$ cat src/rtl/dafp_pkg.sv
// ----------------------------------------------------------------------------
// dafp_pkg
// Shared widths, beat types and CORDIC arctangent table for the dihedral
// angle unit.
// ----------------------------------------------------------------------------
package dafp_pkg;

    localparam int C_COORD_W   = 32;
    localparam int C_FRAC      = 16;
    localparam int C_TOR_W     = C_FRAC + 3;

    localparam int C_BOND_BITS = 31;
    localparam int C_NORM_BITS = 30;
    localparam int C_BM_W      = C_COORD_W + 1;
    localparam int C_BS_W      = C_BOND_BITS + 1;
    localparam int C_NM_W      = 2 * C_BS_W;
    localparam int C_MS_W      = C_NORM_BITS + 1;
    localparam int C_DP_W      = 2 * C_MS_W;
    localparam int C_X_W       = C_DP_W + 1;
    localparam int C_TP_W      = C_BS_W + C_MS_W;
    localparam int C_T_W       = 6;

    localparam int C_SQRT_N    = 32;
    localparam int C_SQRT_IW   = $clog2(C_SQRT_N);
    localparam int C_CORDIC_N  = 48;
    localparam int C_CORDIC_W  = 48;
    localparam int C_CORD_IW   = $clog2(C_CORDIC_N);
    localparam int C_CX_W      = C_CORDIC_W + 4;

    localparam logic [63:0] C_PI   = 64'hC90FDAA22168C235;
    localparam logic [63:0] C_QPI  = 64'h3243F6A8885A308D;
    localparam logic [63:0] C_PI_Q = (C_PI + (64'(1) << (61 - C_FRAC))) >> (62 - C_FRAC);

    typedef logic [3:0][2:0][C_COORD_W-1:0] t_pts;

    typedef struct packed {
        logic                    deg;
        logic                    tneg;
        logic signed [C_X_W-1:0] x;
        logic [C_T_W-1:0]        tsh;
    } t_sqrt_side;

    typedef struct packed {
        logic        valid;
        logic [63:0] v;
        logic [63:0] r;
        t_sqrt_side  side;
    } t_sqrt;

    typedef struct packed {
        logic deg;
        logic tneg;
        logic xneg;
        logic yzero;
    } t_cord_side;

    typedef struct packed {
        logic                     valid;
        logic signed [C_CX_W-1:0] cx;
        logic signed [C_CX_W-1:0] cy;
        logic [63:0]              z;
        t_cord_side               side;
    } t_cord;

    typedef logic [63:0] t_atan_tab [C_CORDIC_N];

    // floor(2^e / d) by shift-subtract, elaboration only
    function automatic logic [63:0] f_pow2_div(input int e, input int d);
        logic [63:0] num;
        logic [63:0] q;
        logic [63:0] rem;
        num = 64'(1) << e;
        q   = '0;
        rem = '0;
        for (int b = 63; b >= 0; b--) begin
            rem = {rem[62:0], num[b]};
            if (rem >= 64'(d)) begin
                rem  = rem - 64'(d);
                q[b] = 1'b1;
            end
        end
        return q;
    endfunction

    // atan(2^-i) in Q62 from the alternating series
    function automatic t_atan_tab f_atan_tab();
        t_atan_tab   t;
        logic [63:0] sum;
        int          e;
        t[0] = C_QPI;
        for (int i = 1; i < C_CORDIC_N; i++) begin
            sum = '0;
            for (int k = 0; k < 32; k++) begin
                e = 62 - i * (2 * k + 1);
                if (e >= 0) begin
                    if ((k & 1) != 0) begin
                        sum = sum - f_pow2_div(e, 2 * k + 1);
                    end else begin
                        sum = sum + f_pow2_div(e, 2 * k + 1);
                    end
                end
            end
            t[i] = sum;
        end
        return t;
    endfunction

    localparam t_atan_tab C_ATAN = f_atan_tab();

    function automatic logic [6:0] f_bitlen(input logic [63:0] v);
        logic [6:0] n;
        n = '0;
        for (int b = 0; b < 64; b++) begin
            if (v[b]) begin
                n = 7'(b + 1);
            end
        end
        return n;
    endfunction

endpackage

$ cat src/rtl/dafp_sqrt_cell.sv
// ----------------------------------------------------------------------------
// dafp_sqrt_cell
// One root bit of the integer square root; a row of these forms the
// pipelined digit-by-digit root.
// ----------------------------------------------------------------------------
module dafp_sqrt_cell import dafp_pkg::*; (
    input  logic                 i_clk,
    input  logic                 i_rst_n,
    input  logic                 i_en,
    input  logic [C_SQRT_IW-1:0] i_idx,
    input  t_sqrt                i_d,
    output t_sqrt                o_d
);

    logic [6:0]  w_sh;
    logic [63:0] w_bit;
    logic [63:0] w_trial;
    t_sqrt       n_d;
    t_sqrt       r_d;
    logic        r_vld;

    always_comb begin
        w_sh    = 7'(2 * (C_SQRT_N - 1)) - 7'({i_idx, 1'b0});
        w_bit   = 64'(1) << w_sh;
        w_trial = i_d.r + w_bit;
        n_d     = i_d;
        if (i_d.v >= w_trial) begin
            n_d.v = i_d.v - w_trial;
            n_d.r = (i_d.r >> 1) + w_bit;
        end else begin
            n_d.r = i_d.r >> 1;
        end
    end

    always_ff @(posedge i_clk) begin
        if (!i_rst_n) begin
            r_vld <= 1'b0;
        end else if (i_en) begin
            r_vld <= i_d.valid;
        end
    end

    always_ff @(posedge i_clk) begin
        if (i_en) begin
            r_d <= n_d;
        end
    end

    always_comb begin
        o_d       = r_d;
        o_d.valid = r_vld;
    end

endmodule

$ cat config.mk
export PLATFORM = sky130hd
export DESIGN_NAME = dafp_sqrt_cell
export DESIGN_NICKNAME = d
export VERILOG_FILES = /design/src/rtl/dafp_pkg.sv /design/src/rtl/dafp_sqrt_cell.sv
export SDC_FILE = /design/constraint.sdc
export NUM_CORES = 1
export LEC_CHECK = 0
export BUFFER_PORTS_ARGS = -buffer_cell sky130_fd_sc_hd__buf_2
export CAP_MARGIN = 10
export CORE_UTILIZATION = 51
export CTS_BUF_LIST = sky130_fd_sc_hd__clkbuf_4
export DETAILED_ROUTE_END_ITERATION = 16
export GPL_TIMING_DRIVEN = 0
export PLACE_DENSITY_LB_ADDON = 0.15
export SLEW_MARGIN = 10
export SYNTH_ARGS = -nofsm -noshare
export SYNTH_HDL_FRONTEND = slang
export SYNTH_SLANG_ARGS = --single-unit
$ cat constraint.sdc
create_clock -name i_clk -period 5.4 [get_ports i_clk]
set_input_delay 0 -clock i_clk [delete_from_list [all_inputs] [get_ports i_clk]]
set_output_delay 0 -clock i_clk [all_outputs]
set_load 0.02 [all_outputs]
==> out/results.txt, run 1 <==
Layout area overhead -> 32.84%
vias per cell -> 6.069
Synth Area in Compound Gates -> 22.94%
# IOs -> 408
Async SR Flop Fraction -> 0%
Final Instance Area -> 22230 sq um
EDFF count, synth -> 199
share of cells above drive strength 1 -> 24.31%
critical path's top delay family -> compound AO/OA/AOI/OAI gates
setup violators final -> 0
measured slew at the worst slew-check pin -> 0.6806 ns
post-route ant nets -> 0
CTS Sinks -> 200
Initial Utilization -> 52.50%
Fin. Hold Viols -> 0
CP Buf/Inv Count -> 5
CP Launch Type -> primary input
Core Footprint -> 31880 sq um
die span in x -> 183.2 um
ranking of synthesized cells by area -> edfxtp_1 36%, ha_1 9.4%, xor2_1 5.2%
Synth top area share -> 35.71%
Inserted Clock Buffers -> 17
crit share post-route -> 98.31%
P_leak -> 9.101 nW
FF/Latch Area -> 5996 sq um
initial antenna violation count -> 3
Worst-path clk slew -> 0.18 ns
global-route wire length before repair -> 94660 um
P_sw -> 1.850 mW
Final GP Congestion -> 0.9722
CP arrival -> 5.73 ns
largest area contributor in the netlist -> edfxtp_1
outcome -> finished, final reports clean
Fillers -> 2553
slowest cell delay on critical path -> 0.53 ns
largest net degree at the start of global routing -> 120
hpwl dp -> 45610 um
Area after DPL -> 19350 sq um
XOR/XNOR Fraction of Synth Area -> 9.525%
Slew Viols, Final -> 0
DRC -> 0
Synth Area in Simple Gates -> 18.05%
area of the multi-input gates -> 10590 sq um
full die area -> 33540 sq um
buffer levels on the longest clock path -> 2
Adder-Cell Fraction of Synth Area -> 9.599%
critical path depth -> 26
Setup CP Type -> in -> reg
Reg power frac -> 41.7%
peak supply drop -> 0.1546 mV
FP Rows -> 65
Total GRT Usage -> 36.74%
Synth Cell Area -> 16740 sq um
Placed Cells -> 2720
f_max -> 0.1884 GHz
Clk Latency, worst-skew pair -> 0.67 ns
Main synth FF type -> edfxtp_1
Pre-antenna DRT Iters -> 6
largest family of logic cells by synthesized area -> compound AO/OA/AOI/OAI gates
initial DRC count -> 1757
drt wl/cell -> 21.42 um
r2r worst-path depth -> 3
Post-Synthesis Cells -> 1882
CTS Root Cell -> clkbuf_4
sequential cell area fraction in the yosys report -> 35.83%
#FFs+latches synth -> 200
Yosys Warn Count -> 0
Yosys cell types -> 87
Critical Path Fanout Max -> 10
Max Cap Violations -> 0
vias in the first global route -> 17050
pwr dens -> 212.8 nW/um^2
Worst Hold Class -> in -> reg
Setup crit end kind -> register
Finished Layout Cells -> 2968
Vias -> 18010
PortBufs -> 402
mux contribution to synthesized area -> 0.8672%
nets -> 2853
Combinational Power Share -> 40.4%
clk_skew -> 0 ns
Die Ht -> 183.2 um
Pwr Total -> 4.730 mW
Req. time, crit path -> 5.82 ns
total global routing overflow -> 0
post-synthesis average cell area -> 8.893 sq um
Int Pwr -> 2.880 mW
Routed WL -> 63580 um
H-Tree Depth -> 4
post-layout min period -> 5.309 ns
relative slew slack -> 54.62%
Crit-path slowest cell -> dlygate4sd3_1
Hold Path Cell Cnt -> 2
total negative slack -> 0 ns
worst reg2reg setup slack -> 4.24 ns
post-synth net total -> 2217
Clock power frac -> 17.9%
switching part of the total power -> 39.11%
CTS tree -> built
Layout Utilization -> 69.74%
==> placed cells by master, fill, tap and decap left out, types with 21 or more instances in the layout <==
| cell | count |
|---|---|
| nand2b_1 | 21 |
| nand4_1 | 40 |
| a21oi_1 | 120 |
| clkbuf_1 | 34 |
| nor2b_1 | 22 |
| xor2_1 | 96 |
| buf_4 | 33 |
| xnor2_1 | 79 |
| nor2_1 | 150 |
| a21o_1 | 47 |
| o21bai_1 | 24 |
| o21ai_0 | 162 |
| nand2_1 | 227 |
| clkbuf_4 | 21 |
| and2_1 | 21 |
| nor3_1 | 26 |
| buf_2 | 415 |
| edfxtp_1 | 199 |
| ha_1 | 116 |
| a31oi_1 | 60 |
| dlygate4sd3_1 | 206 |
| nand3_1 | 34 |
| inv_1 | 30 |
==> per-stage QoR <==
stage / hold WS [ns] / setup slack (ns)
2_1_floorplan: 0.09887 / 0.008064
3_3_place_gp: 0.1767 / -1.826
3_5_place_dp: 0.1784 / -1.886
4_1_cts: -0.3099 / -0.005827
5_1_grt: 0.001652 / -0.06672
6_report: 0.02605 / 0.09136
==> worst register-to-register path: stages, from the launching register on <==
cell	delay (ns)
dfxtp_1	0.35
mux2i_1	0.13
nor2b_1	0.06
dlygate4sd3_1	0.54
==> kinds of logic after synthesis <==
group                    after synthesis
flip-flops                           200
adder cells (fa/ha/maj)              128
XOR/XNOR                             182
buffers and inverters                120
AND/OR/NAND/NOR                      634
AO/OA/AOI/OAI                        605
multiplexers                          13
==> Yosys cell counts (all sizes together), types with 25 or more instances <==
cell / count
a21o: 47
ha: 126
xnor2: 82
nand3: 36
clkbuf: 52
nor3: 31
buf: 38
edfxtp: 199
inv: 30
a31oi: 65
a21oi: 134
o21bai: 25
nor2: 158
xor2: 100
nand4: 40
o21ai: 183
nand2: 229
==> area by class of cell <==
type,count,share of cell area (%)
clock inverter,13,0.6359
tap,435,2.448
sequential,200,26.97
buffer,78,1.992
multi-input combinational,1562,47.63
clock buffer,18,0.6078
inverter,30,0.5065
antenna,3,0.03377
timing repair buffer,629,19.18
==> routing by layer <==
layer,routed length (um),track usage (%),vias up
met5,0,0,-
met4,2645,15.90,0
met3,5881,5.739,157
met2,28730,59.04,1050
met1,26320,49.09,8460
li1,-,-,8347
==> flip-flops by register name, indices dropped and copies added, names as in the netlist <==
register  count
o_d         199
r_vld         1
==> path summary, 6_finish.rpt <==
path / start / to
hold reg to reg: r_vld / r_vld
setup / recovery: i_d[83] / o_d[86]
hold / removal: i_d[37] / o_d[37]
setup reg to reg: r_vld / r_vld
==> power by group through the flow <==
stage | Sequential (mW) | Clock, mW | Combinational [mW]
2_1_floorplan | 2.23 | 0 | 0.814
3_3_place_gp | 2.00 | 0 | 1.63
3_5_place_dp | 2.00 | 0 | 1.65
4_1_cts | 1.96 | 0.837 | 1.80
5_1_grt | 1.99 | 0.904 | 2.04
6_report | 1.97 | 0.848 | 1.91
==> timing repair <==
item                                    in CTS  in global routing
gates resized for setup                     34                 83
endpoints found under the hold margin      279                  3
buffers inserted                             9                 11
pin swaps                                    4                 22
hold buffers                               203                  3
endpoints found under the setup margin     128                128
(Power assumes the default switching activity.)
==> run 2: changes to the inputs <==
--- a/config.mk
+++ b/config.mk
@@ -8,7 +8,7 @@
 export BUFFER_PORTS_ARGS = -buffer_cell sky130_fd_sc_hd__buf_2
 export CAP_MARGIN = 10
 export CORE_UTILIZATION = 51
-export CTS_BUF_LIST = sky130_fd_sc_hd__clkbuf_4
+export CTS_BUF_LIST = sky130_fd_sc_hd__clkbuf_8
 export DETAILED_ROUTE_END_ITERATION = 16
 export GPL_TIMING_DRIVEN = 0
 export PLACE_DENSITY_LB_ADDON = 0.15
==> out/results.txt, run 2 (synthesized netlist as in run 1, its figures left out) <==
relative slew slack -> 54.57%
full die area -> 33540 sq um
worst reg2reg setup slack -> 4.25 ns
outcome -> finished, final reports clean
global-route wire length before repair -> 93690 um
CP Buf/Inv Count -> 4
Setup CP Type -> in -> reg
sink of the worst hold path -> o_d[79]
Critical Path Fanout Max -> 10
measured slew at the worst slew-check pin -> 0.6757 ns
nets -> 2837
Slew Viols, Final -> 0
Total GRT Usage -> 36.28%
most frequent cells in the layout -> 412 x buf_2, 224 x nand2_1, 199 x edfxtp_1
max reg flops -> 199
FP Rows -> 65
CP Launch Type -> primary input
f_max -> 0.1867 GHz
CTS Sinks -> 200
pwr dens -> 218.3 nW/um^2
Worst Hold Class -> in -> reg
DRC -> 0
CP arrival -> 5.63 ns
vias per cell -> 6.091
Setup crit end kind -> register
HP Start -> i_d[79]
reg-to-reg critical path startpoint -> r_vld
post-route ant nets -> 0
CTS Root Cell -> clkbuf_8
PortBufs -> 402
Clk Latency, worst-skew pair -> 0.51 ns
Max Cap Violations -> 0
Pre-antenna DRT Iters -> 6
Fin. Hold Viols -> 0
r2r endpoint -> r_vld
clk_skew -> 0 ns
largest net degree at the start of global routing -> 120
r2r worst-path depth -> 3
Vias -> 17970
Final GP Congestion -> 0.9722
Hold Path Cell Cnt -> 4
Core Footprint -> 31880 sq um
Inserted Clock Buffers -> 17
die span in x -> 183.2 um
initial DRC count -> 1901
Layout area overhead -> 33.76%
H-Tree Depth -> 4
total global routing overflow -> 0
total negative slack -> 0 ns
critical path's top delay family -> compound AO/OA/AOI/OAI gates
slowest cell delay on critical path -> 0.41 ns
Initial Utilization -> 52.50%
Layout Utilization -> 70.22%
P_leak -> 9.153 nW
post-layout min period -> 5.357 ns
Crit-path slowest cell -> a211oi_4
Routed WL -> 62930 um
drt wl/cell -> 21.33 um
Die Ht -> 183.2 um
hpwl dp -> 45610 um
crit share post-route -> 99.21%
CTS tree -> built
buffer levels on the longest clock path -> 2
Req. time, crit path -> 5.68 ns
commonest non-fill, non-tap cell in the layout -> buf_2
Worst-path clk slew -> 0.10 ns
share of cells above drive strength 1 -> 25.46%
setup violators final -> 0
initial antenna violation count -> 1
vias in the first global route -> 16960
# IOs -> 408
peak supply drop -> 0.1513 mV
-- run 2: cell types whose count changed in the layout (fill, tap and decap cells not counted), sizes merged --
cell         delta
buf             +3
dlygate4sd3    -20
inv             +1
diode           -2
-- run 2: worst register-to-register path, delay by kind of cell, from the launching register on --
kind	cells	cell delay, ns
buf+inv	1	0.54
flops	1	0.32
mux	1	0.13
simple gates	1	0.06
-- run 2: power breakdown --
group / switching, mW / internal (mW)
combinational: 1.20 / 0.725
sequential: 0.0531 / 1.92
clock: 0.613 / 0.375
total: 1.87 / 3.02
-- run 2: final cells by class --
cell class | instances | area, sq um
clock buffers | 17 | 234.0
flip-flops and latches | 200 | 5996
plain buffers | 76 | 451.7
multi-input cells | 1562 | 10780
clock inverters | 14 | 145.1
repair buffers | 615 | 4124
fillers | 2519 | 9494
well taps | 435 | 544.3
diodes | 1 | 2.502
inverters | 30 | 112.6
-- run 2: worst max path at each step --
stage | cells after the start | end | from | slack (ns)
after floorplan | 27 | o_d[127] | i_idx[1] | 0.008
after global placement | 29 | o_d[138] | i_idx[0] | -1.83
after detailed placement | 29 | o_d[156] | i_idx[0] | -1.89
after CTS | 26 | o_d[182] | i_idx[0] | -0.005
after global routing | 28 | o_d[86] | i_idx[0] | -0.09
final | 25 | o_d[81] | i_idx[0] | 0.04
-- run 2: timing repair --
item | 4_1_cts | 5_1_grt
pin swaps | 12 | 36
hold buffers | 185 | 1
gates resized for setup | 50 | 104
hold endpoints to repair | 243 | 1
setup buffers | 12 | 14
endpoints found under the setup margin | 128 | 128
-- run 2: routing by layer --
layer	up-vias	share of wire [%]	track usage, %	wire (um)
li1	8306	-	-	-
met1	8489	42	49.06	26330
met2	1032	45	57.95	28410
met3	141	9.1	5.262	5730
met4	0	3.9	15.60	2458
met5	-	0	0	0
-- run 2: through the flow --
stage / cells / area [sq um] / hold slack [ns] / setup WS (ns) / total power, mW
after floorplan: 1882 / 16750 / 0.09887 / 0.008064 / 3.041
after global routing: 2950 / 22390 / 0.07832 / -0.09085 / 5.081
after CTS: 2942 / 21840 / -0.1339 / -0.004871 / 4.757
after global placement: 2719 / 19310 / 0.1767 / -1.826 / 3.631
final: 2950 / 22390 / 0.08694 / 0.04268 / 4.888
after detailed placement: 2720 / 19350 / 0.1784 / -1.886 / 3.643
==> run 3: changes to the inputs <==
--- a/config.mk
+++ b/config.mk
@@ -11,6 +11,7 @@
 export CTS_BUF_LIST = sky130_fd_sc_hd__clkbuf_8
 export DETAILED_ROUTE_END_ITERATION = 16
 export GPL_TIMING_DRIVEN = 0
+export HOLD_SLACK_MARGIN = 0.12
 export PLACE_DENSITY_LB_ADDON = 0.15
 export SLEW_MARGIN = 10
 export SYNTH_ARGS = -nofsm -noshare
==> out/results.txt, run 3 (synthesized netlist as in run 1, its figures left out) <==
hold slack -> 0.1588 ns
CTS tree -> built
Die Ht -> 183.2 um
DRC -> 0
Combinational Power Share -> 39.3%
crit path cell chain -> clkbuf_4, or2_4, nor2_4, ha_1, a31o_2, a31oi_1, a21oi_2, a311oi_2, o211ai_1, o311ai_2, nand2_1, a21oi_1, nor2b_1, xnor2_2, ha_4, nand4_1, nor4_2, a211o_1, nor2_2, o2111ai_4, a211oi_4, buf_6, buf_8, mux2_2
post-layout min period -> 5.352 ns
RSZ-0062 raised after global routing -> yes
Max Cap Violations -> 0
Vias -> 18000
measured slew at the worst slew-check pin -> 0.6705 ns
Reg power frac -> 40.4%
CP arrival -> 5.62 ns
buffer levels on the longest clock path -> 2
f_max -> 0.1868 GHz
Critical Path Fanout Max -> 10
CP Buf/Inv Count -> 3
FP Rows -> 65
Core Footprint -> 31880 sq um
initial DRC count -> 1856
drt wl/cell -> 21.31 um
nets -> 2846
# IOs -> 408
switching part of the total power -> 38.21%
dpl ws -> -1.886 ns
Setup CP Type -> in -> reg
share of cells above drive strength 1 -> 25.01%
relative slew slack -> 54.91%
FF/Latch Area -> 5996 sq um
Worst Hold Class -> in -> reg
H-Tree Depth -> 4
crit share post-route -> 99.12%
Total GRT Usage -> 36.45%
Final Instance Area -> 22460 sq um
global-route wire length before repair -> 93960 um
outcome -> finished, final reports clean
slowest cell delay on critical path -> 0.40 ns
peak supply drop -> 0.1500 mV
CTS Sinks -> 200
Final GP Congestion -> 0.9722
P_leak -> 9.197 nW
Fillers -> 2506
CP Launch Type -> primary input
Routed WL -> 63070 um
total global routing overflow -> 0
P_sw -> 1.869 mW
Setup crit end kind -> register
Fin. Hold Viols -> 0
Slew Viols, Final -> 0
initial antenna violation count -> 2
Layout area overhead -> 34.18%
total negative slack -> 0 ns
Req. time, crit path -> 5.67 ns
vias in the first global route -> 16960
pwr dens -> 217.8 nW/um^2
commonest non-fill, non-tap cell in the layout -> buf_2
PortBufs -> 402
Clk Latency, worst-skew pair -> 0.51 ns
Inserted Clock Buffers -> 17
clk_skew -> 0 ns
Clock power frac -> 20.3%
CTS Root Cell -> clkbuf_8
Worst-path clk slew -> 0.10 ns
vias per cell -> 6.082
Area after DPL -> 19350 sq um
critical path's top delay family -> compound AO/OA/AOI/OAI gates
post-route ant nets -> 0
hpwl dp -> 45610 um
Pre-antenna DRT Iters -> 6
largest net degree at the start of global routing -> 120
max reg flops -> 199
area of the multi-input gates -> 10760 sq um
Initial Utilization -> 52.50%
setup violators final -> 0
Int Pwr -> 3.022 mW
die span in x -> 183.2 um
most frequent cells in the layout -> 412 x buf_2, 225 x nand2_1, 199 x edfxtp_1
full die area -> 33540 sq um
fin worst setup slack -> 0.04752 ns
Crit-path slowest cell -> o311ai_2
-- run 3: cell types whose count changed in the layout (fill, tap and decap cells not counted), sizes merged --
cell	before	now
dlygate4sd3	186	195
-- run 3: what timing repair did --
action	in CTS	in global routing
hold buffers	194	1
hold endpoints to repair	276	1
setup endpoints to repair	128	128
pin swaps	12	33
resized for setup	50	99
setup buffers	12	14
-- run 3: layer usage --
layer  track usage [%]  share of wire [%]  up-vias
met5                 0                  0        -
met3             5.481                9.4      148
met1             49.24                 42     8477
li1                  -                  -     8317
met2             58.11                 45     1056
met4             15.73                3.9        0
-- run 3: stage by stage --
step | power, mW | utilization [%] | instances
2_1_floorplan | 3.041 | - | 1882
5_1_grt | 5.086 | 70.44 | 2959
6_report | 4.892 | 70.44 | 2959
3_3_place_gp | 3.631 | 60.57 | 2719
4_1_cts | 4.762 | 68.78 | 2951
3_5_place_dp | 3.643 | 60.69 | 2720
-- run 3: cell type report --
| type | instances | area share (%) |
|---|---|---|
| multi-input combinational | 1562 | 47.90 |
| sequential | 200 | 26.70 |
| timing repair buffer | 624 | 18.77 |
| tap | 435 | 2.424 |
| buffer | 76 | 2.011 |
| clock buffer | 17 | 1.042 |
| clock inverter | 14 | 0.6463 |
| inverter | 30 | 0.5014 |
| antenna | 1 | 0.01114 |
-- run 3: power by group through the flow --
stage / registers [mW] / logic [mW] / clock network [mW]
floorplan: 2.23 / 0.814 / 0
global placement: 2.00 / 1.63 / 0
detailed placement: 2.00 / 1.65 / 0
CTS: 1.96 / 1.81 / 0.985
global route: 1.99 / 2.05 / 1.05
finish: 1.98 / 1.92 / 0.993
-- run 3: final timing paths --
path / start / endpoint / slack [ns] / depth (start not counted)
setup / recovery: i_idx[0] / o_d[81] / 0.05 / 24
hold reg to reg: r_vld / r_vld / 1.07 / 3
setup reg to reg: r_vld / r_vld / 4.25 / 3
hold / removal: i_d[80] / o_d[79] / 0.16 / 4
-- run 3: tightest hold or removal path: stages --
cell and delay [ns]:
buf_2 0.10, ha_1 0.21, xnor2_1 0.13, mux2_2 0.13
